===== config.mk =====
export PLATFORM = sky130hd
export DESIGN_NAME = ffha_ctrl
export DESIGN_NICKNAME = d
export VERILOG_FILES = /design/src/sv/ffha_pkg.sv /design/src/sv/ffha_ctrl.sv
export SDC_FILE = /design/constraint.sdc
export NUM_CORES = 1
export LEC_CHECK = 0
export BUFFER_PORTS_ARGS = -buffer_cell sky130_fd_sc_hd__buf_4
export CAP_MARGIN = 0
export CORE_UTILIZATION = 36
export CTS_BUF_LIST = sky130_fd_sc_hd__clkbuf_8
export CTS_CLUSTER_SIZE = 28
export DETAILED_ROUTE_END_ITERATION = 7
export GPL_TIMING_DRIVEN = 0
export PLACE_DENSITY_LB_ADDON = 0.05
export SLEW_MARGIN = 40
export SYNTH_ARGS = -nofsm -noshare
export SYNTH_HDL_FRONTEND = slang
export SYNTH_SLANG_ARGS = --single-unit

===== constraint.sdc =====
create_clock -name i_clk -period 1.4 [get_ports i_clk]
set_clock_uncertainty 0.1 [all_clocks]
set_input_delay 0.14 -clock i_clk [delete_from_list [all_inputs] [get_ports i_clk]]
set_output_delay 0.14 -clock i_clk [all_outputs]
set_load 0.02 [all_outputs]

===== src/sv/ffha_pkg.sv =====
// ----------------------------------------------------------------------------
// ffha_pkg
// Types and constants of the first-fit heap allocator.
// ----------------------------------------------------------------------------
package ffha_pkg;

    localparam int HEAP_BYTES  = 65536;
    localparam int HDR_WORDS   = (12 + 3) / 4;
    localparam int HDR_BYTES   = HDR_WORDS * 4;
    localparam int SPLIT_SLACK = 16;
    localparam int WORDS       = HEAP_BYTES / 4;
    localparam int IDX_W       = $clog2(WORDS);
    localparam int LEN_W       = 17;
    localparam int SZ_W        = LEN_W + 1;
    localparam int MEM_W       = IDX_W + 1 + LEN_W;
    localparam int CFG_IDX_W   = 8;

    localparam logic [CFG_IDX_W-1:0] CFG_HEAP_BASE   = CFG_IDX_W'(0);
    localparam logic [CFG_IDX_W-1:0] CFG_HEAP_LENGTH = CFG_IDX_W'(1);

    typedef enum logic [1:0] {
        ST_OK       = 2'd0,
        ST_OOM      = 2'd1,
        ST_NULL     = 2'd2,
        ST_BAD_FREE = 2'd3
    } t_status;

    localparam logic REQ_ALLOC = 1'b0;
    localparam logic REQ_FREE  = 1'b1;

    typedef struct packed {
        logic             req_type;
        logic [LEN_W-1:0] alloc_size;
        logic [31:0]      free_addr;
    } t_req;

    typedef struct packed {
        logic [31:0]      alloc_addr;
        t_status          status;
        logic [LEN_W-1:0] free_bytes;
    } t_res;

    typedef struct packed {
        logic    cfg_we;
        logic    init;
        logic    start;
        logic    chk;
        logic    rd;
        logic    a_fit;
        logic    a_adv;
        logic    a_take;
        logic    f_load;
        logic    f_merge;
        logic    f_adv;
        logic    f_end;
        logic    fin;
        t_status status;
    } t_cmd;

    typedef struct packed {
        logic fit;
        logic q_next_zero;
        logic addr_null;
        logic addr_bad;
        logic have_cur;
        logic merge;
        logic found;
    } t_stat;

endpackage


===== src/sv/ffha_ctrl.sv =====
// ----------------------------------------------------------------------------
// ffha_ctrl
// Sequencer: init, first-fit walk, free walk with merging.
// ----------------------------------------------------------------------------
module ffha_ctrl (
    input  logic                           i_clk,
    input  logic                           i_rst_n,
    input  logic                           start,
    input  logic                           i_req_type,
    input  logic                           i_cfg_valid,
    input  logic [ffha_pkg::CFG_IDX_W-1:0] i_cfg_index,
    input  ffha_pkg::t_stat                i_stat,
    output ffha_pkg::t_cmd                 o_cmd,
    output logic                           busy,
    output logic                           o_cfg_ready,
    output logic                           o_done
);
    import ffha_pkg::*;

    typedef enum logic [3:0] {
        S_INIT, S_IDLE, S_CHK, S_A_RD, S_A_EV, S_A_TAKE, S_F_RD, S_F_EV, S_F_END
    } t_state;

    t_state r_state, n_state;
    logic   r_done, n_done;

    assign busy        = (r_state != S_IDLE);
    assign o_cfg_ready = (r_state == S_IDLE) && !start;
    assign o_done      = r_done;

    always_comb begin
        o_cmd        = '0;
        o_cmd.status = ST_OK;
        n_state      = r_state;
        n_done       = 1'b0;
        o_cmd.cfg_we = i_cfg_valid && o_cfg_ready;
        unique case (r_state)
            S_INIT: begin
                o_cmd.init = 1'b1;
                n_state    = S_IDLE;
            end
            S_IDLE: begin
                if (start) begin
                    o_cmd.start = 1'b1;
                    n_state     = (i_req_type == REQ_FREE) ? S_CHK : S_A_RD;
                end else if (o_cmd.cfg_we &&
                             (i_cfg_index == CFG_HEAP_BASE ||
                              i_cfg_index == CFG_HEAP_LENGTH)) begin
                    n_state = S_INIT;
                end
            end
            S_A_RD: begin
                o_cmd.rd = 1'b1;
                n_state  = S_A_EV;
            end
            S_A_EV: begin
                if (i_stat.fit) begin
                    o_cmd.a_fit = 1'b1;
                    n_state     = S_A_TAKE;
                end else if (i_stat.q_next_zero) begin
                    o_cmd.fin    = 1'b1;
                    o_cmd.status = ST_OOM;
                    n_done       = 1'b1;
                    n_state      = S_IDLE;
                end else begin
                    o_cmd.a_adv = 1'b1;
                    n_state     = S_A_RD;
                end
            end
            S_A_TAKE: begin
                o_cmd.a_take = 1'b1;
                o_cmd.fin    = 1'b1;
                n_done       = 1'b1;
                n_state      = S_IDLE;
            end
            S_CHK: begin
                o_cmd.chk = 1'b1;
                if (i_stat.addr_null) begin
                    o_cmd.fin    = 1'b1;
                    o_cmd.status = ST_NULL;
                    n_done       = 1'b1;
                    n_state      = S_IDLE;
                end else if (i_stat.addr_bad) begin
                    o_cmd.fin    = 1'b1;
                    o_cmd.status = ST_BAD_FREE;
                    n_done       = 1'b1;
                    n_state      = S_IDLE;
                end else begin
                    n_state = S_F_RD;
                end
            end
            S_F_RD: begin
                o_cmd.rd = 1'b1;
                n_state  = S_F_EV;
            end
            S_F_EV: begin
                priority if (!i_stat.have_cur) o_cmd.f_load  = 1'b1;
                else if (i_stat.merge)         o_cmd.f_merge = 1'b1;
                else                           o_cmd.f_adv   = 1'b1;
                n_state = i_stat.q_next_zero ? S_F_END : S_F_RD;
            end
            S_F_END: begin
                o_cmd.f_end  = 1'b1;
                o_cmd.fin    = 1'b1;
                o_cmd.status = i_stat.found ? ST_OK : ST_BAD_FREE;
                n_done       = 1'b1;
                n_state      = S_IDLE;
            end
            default: n_state = S_IDLE;
        endcase
    end

    always_ff @(posedge i_clk) begin
        if (!i_rst_n) begin
            r_state <= S_INIT;
            r_done  <= 1'b0;
        end else begin
            r_state <= n_state;
            r_done  <= n_done;
        end
    end

endmodule


==> impl_metrics.tcl <==
set metrics [dict create \
    yosys-top-cells-area "dfxtp_1 (20%), nor4b_2 (9.0%), nor3b_2 (5.0%)" \
    core_mm2 0.00130 \
    finalHoldViolCount 0 \
    p_leak_nw 0.521 \
    drive_above_1_share_pct 72.1 \
    ant_nets 0 \
    io_buffers 36 \
    wl_um 1900 \
    worst_path_largest_cell_delay_ps 360 \
    initial_core_util_pct 38.5 \
    grt_pass1_wl_um 2480 \
    die_w_um 39.3 \
    cp.required_ps 1160 \
    yosys.area.top_type "dfxtp_1" \
    clockBufferDepth 2 \
    finalCritPeriodShare_pct 125 \
    synth_area_um2 500 \
    postPlaceCellArea_um2 853 \
    nets 132 \
    crit_chain "buf_6 -> and4bb_2 -> nor2_2 -> nand3_1 -> buf_6 -> buf_6" \
    tns_ps -3420 \
    grt_pass1_vias 587 \
    yosys.cell_count.top_type "dfxtp_1" \
    firstDrtPassIters 3 \
    fmax_ghz 0.573 \
    grtUsageTotal_pct 25.9 \
    crit_top_cell "buf_6" \
    finalWorstSetupSlack_ps -345 \
    post-place-ws_ps -250 \
    setup_viol 20 \
    period_minus_slack_ps 1740 \
    clk-insertion-delay-late_ps 230 \
    tightest_slew_ps 327 \
    synth_edf_count 0 \
    antenna_found_initial 0 \
    peakVddDrop_uv 486 \
    grt_max_degree 11 \
    synthTopCellsByCount "dfxtp_1 (5), nand2_1 (4), nor2_1 (4)" \
    syn-num-nets 79 \
    status "complete, but fails checks" \
    synthCells 59 \
    yosysSeqAreaShare_pct 20.0 \
    path_class "register to output port" \
    drc 0 \
    crit_arrival_ps 1500 \
    cp-start-kind "register" \
    cts-root-buf "clkbuf_8" \
    cts_tree "done" \
    power-per-cell-area_mw_per_mm2 814 \
    hold_slack_ps 94.1 \
    end_kind "output port" \
    synth_top_area_share_pct 20.0 \
    grt_busiest_layer "met2" \
    cts-buffers-inserted 3 \
    routabilityCongestion 0.749 \
    viasPerCell 5.29 \
    violations "setup timing" \
    yosysWarnings 0 \
    ys_seq_elements 5 \
    via_count 667 \
    synth_top_flop_cell "dfxtp_1" \
    grtUsageMet3_pct 6.82 \
    use_met1_pct 25.7 \
    diodes 0 \
    gr-total-overflow 0 \
    drv_cap 0 \
    detail_route.iter0.violations 5 \
    path_clk_slew_ps 30 \
    die_area_mm2 0.00154 \
    wl_per_cell_um 15.1 \
    slowest_stage "dfxtp_2" \
    synth_area_per_cell_um2 8.48 \
    final_cell_area_mm2 0.00113 \
    async_flop_share_pct 0 \
    grt_setup_unrepaired "true" \
    rows 13 \
    hpwlAfterDp_um 1120 \
    finalMaxSlewViolations 0 \
    h-tree-depth 1 \
    grt_util_met2_pct 47.5 \
    io_pins 38 \
    die_h_um 39.3 \
    area_delta_synth_final_pct 127 \
    cts_num_sinks 5 \
    ys_types 31 \
    path_max_fanout 7 \
    max_slew_margin_pct 78.1 \
    hp-class "primary input to register" \
]
-- state kept, by name, summed over array words and instances (netlist names) --
register,count
o_done,1
r_state,4
-- final timing paths --
kind / startpoint / to / slack (ps) / depth (start not counted)
hold / removal: i_req_type / r_state[0] / 90 / 4
hold reg to reg: r_state[1] / r_state[0] / 510 / 3
setup reg to reg: r_state[1] / r_state[0] / -110 / 5
setup / recovery: r_state[3] / o_cmd[2] / -340 / 6
-- report_power, final --
part | internal [mW] | switching (mW) | leakage (nW)
Combinational | 0.258 | 0.208 | 0.451
Clock | 0.189 | 0.0783 | 0.0269
Sequential | 0.161 | 0.0287 | 0.0433
Total | 0.607 | 0.315 | 0.521
-- worst max-delay path: cells and delay by family (launching register included) --
family | cells | cell delay (ps)
buffers and inverters | 3 | 400
and+or+nand+nor | 3 | 520
DFF | 1 | 360
-- logic make-up after synthesis --
kind of cell    synth area share [%]
compound gates                  13.8
xor+xnor                        1.75
buf+inv                         8.75
flops                           20.0
simple gates                    55.7
-- cell type report --
type                    count  area (um^2)
plain buffers               5         63.8
clock buffers               3         41.3
clock inverters             1         3.75
fillers                    69          168
inverters                   2         7.51
multi-input cells          47          455
flip-flops and latches      5          113
well taps                  15         18.8
repair buffers             48          430
-- metal layers --
layer / part of all wire [%] / wire (um) / vias to the layer above
li1: - / - / 325
met1: 41 / 782 / 313
met2: 53 / 1020 / 26
met3: 4.3 / 82 / 3
met4: 1.3 / 24 / 0
met5: 0 / 0 / -
-- metrics by stage --
| step | cells | utilization, % | power [mW] |
|---|---|---|---|
| 6_report | 126 | 87.1 | 0.922 |
| 5_1_grt | 126 | 87.1 | 0.970 |
| 4_1_cts | 119 | 79.0 | 0.856 |
| 3_5_place_dp | 110 | 65.6 | 0.524 |
| 3_3_place_gp | 110 | 65.6 | 0.521 |
| 2_1_floorplan | 59 | - | 0.388 |
-- placed cells by master, fill, tap and decap left out, types with 2 or more instances in the layout --
| cell type | count |
|---|---|
| a21oi_1 | 2 |
| and2_1 | 2 |
| buf_4 | 33 |
| buf_6 | 17 |
| buf_8 | 2 |
| clkbuf_8 | 3 |
| dfxtp_4 | 3 |
| inv_1 | 2 |
| nand2_1 | 3 |
| nand2b_1 | 2 |
| nand3_1 | 2 |
| nand3b_1 | 3 |
| nor2_1 | 2 |
| nor2_2 | 2 |
| nor3b_4 | 2 |
| nor4b_4 | 4 |
-- repair_timing --
item                       in CTS  in global routing
cloned                          0                  1
resized for setup              25                  8
pin swaps                       7                  7
buffers inserted                5                  6
setup endpoints to repair      19                 20
hold buffers                    0                  0
Note: power is estimated with default switching activity, not from simulation.
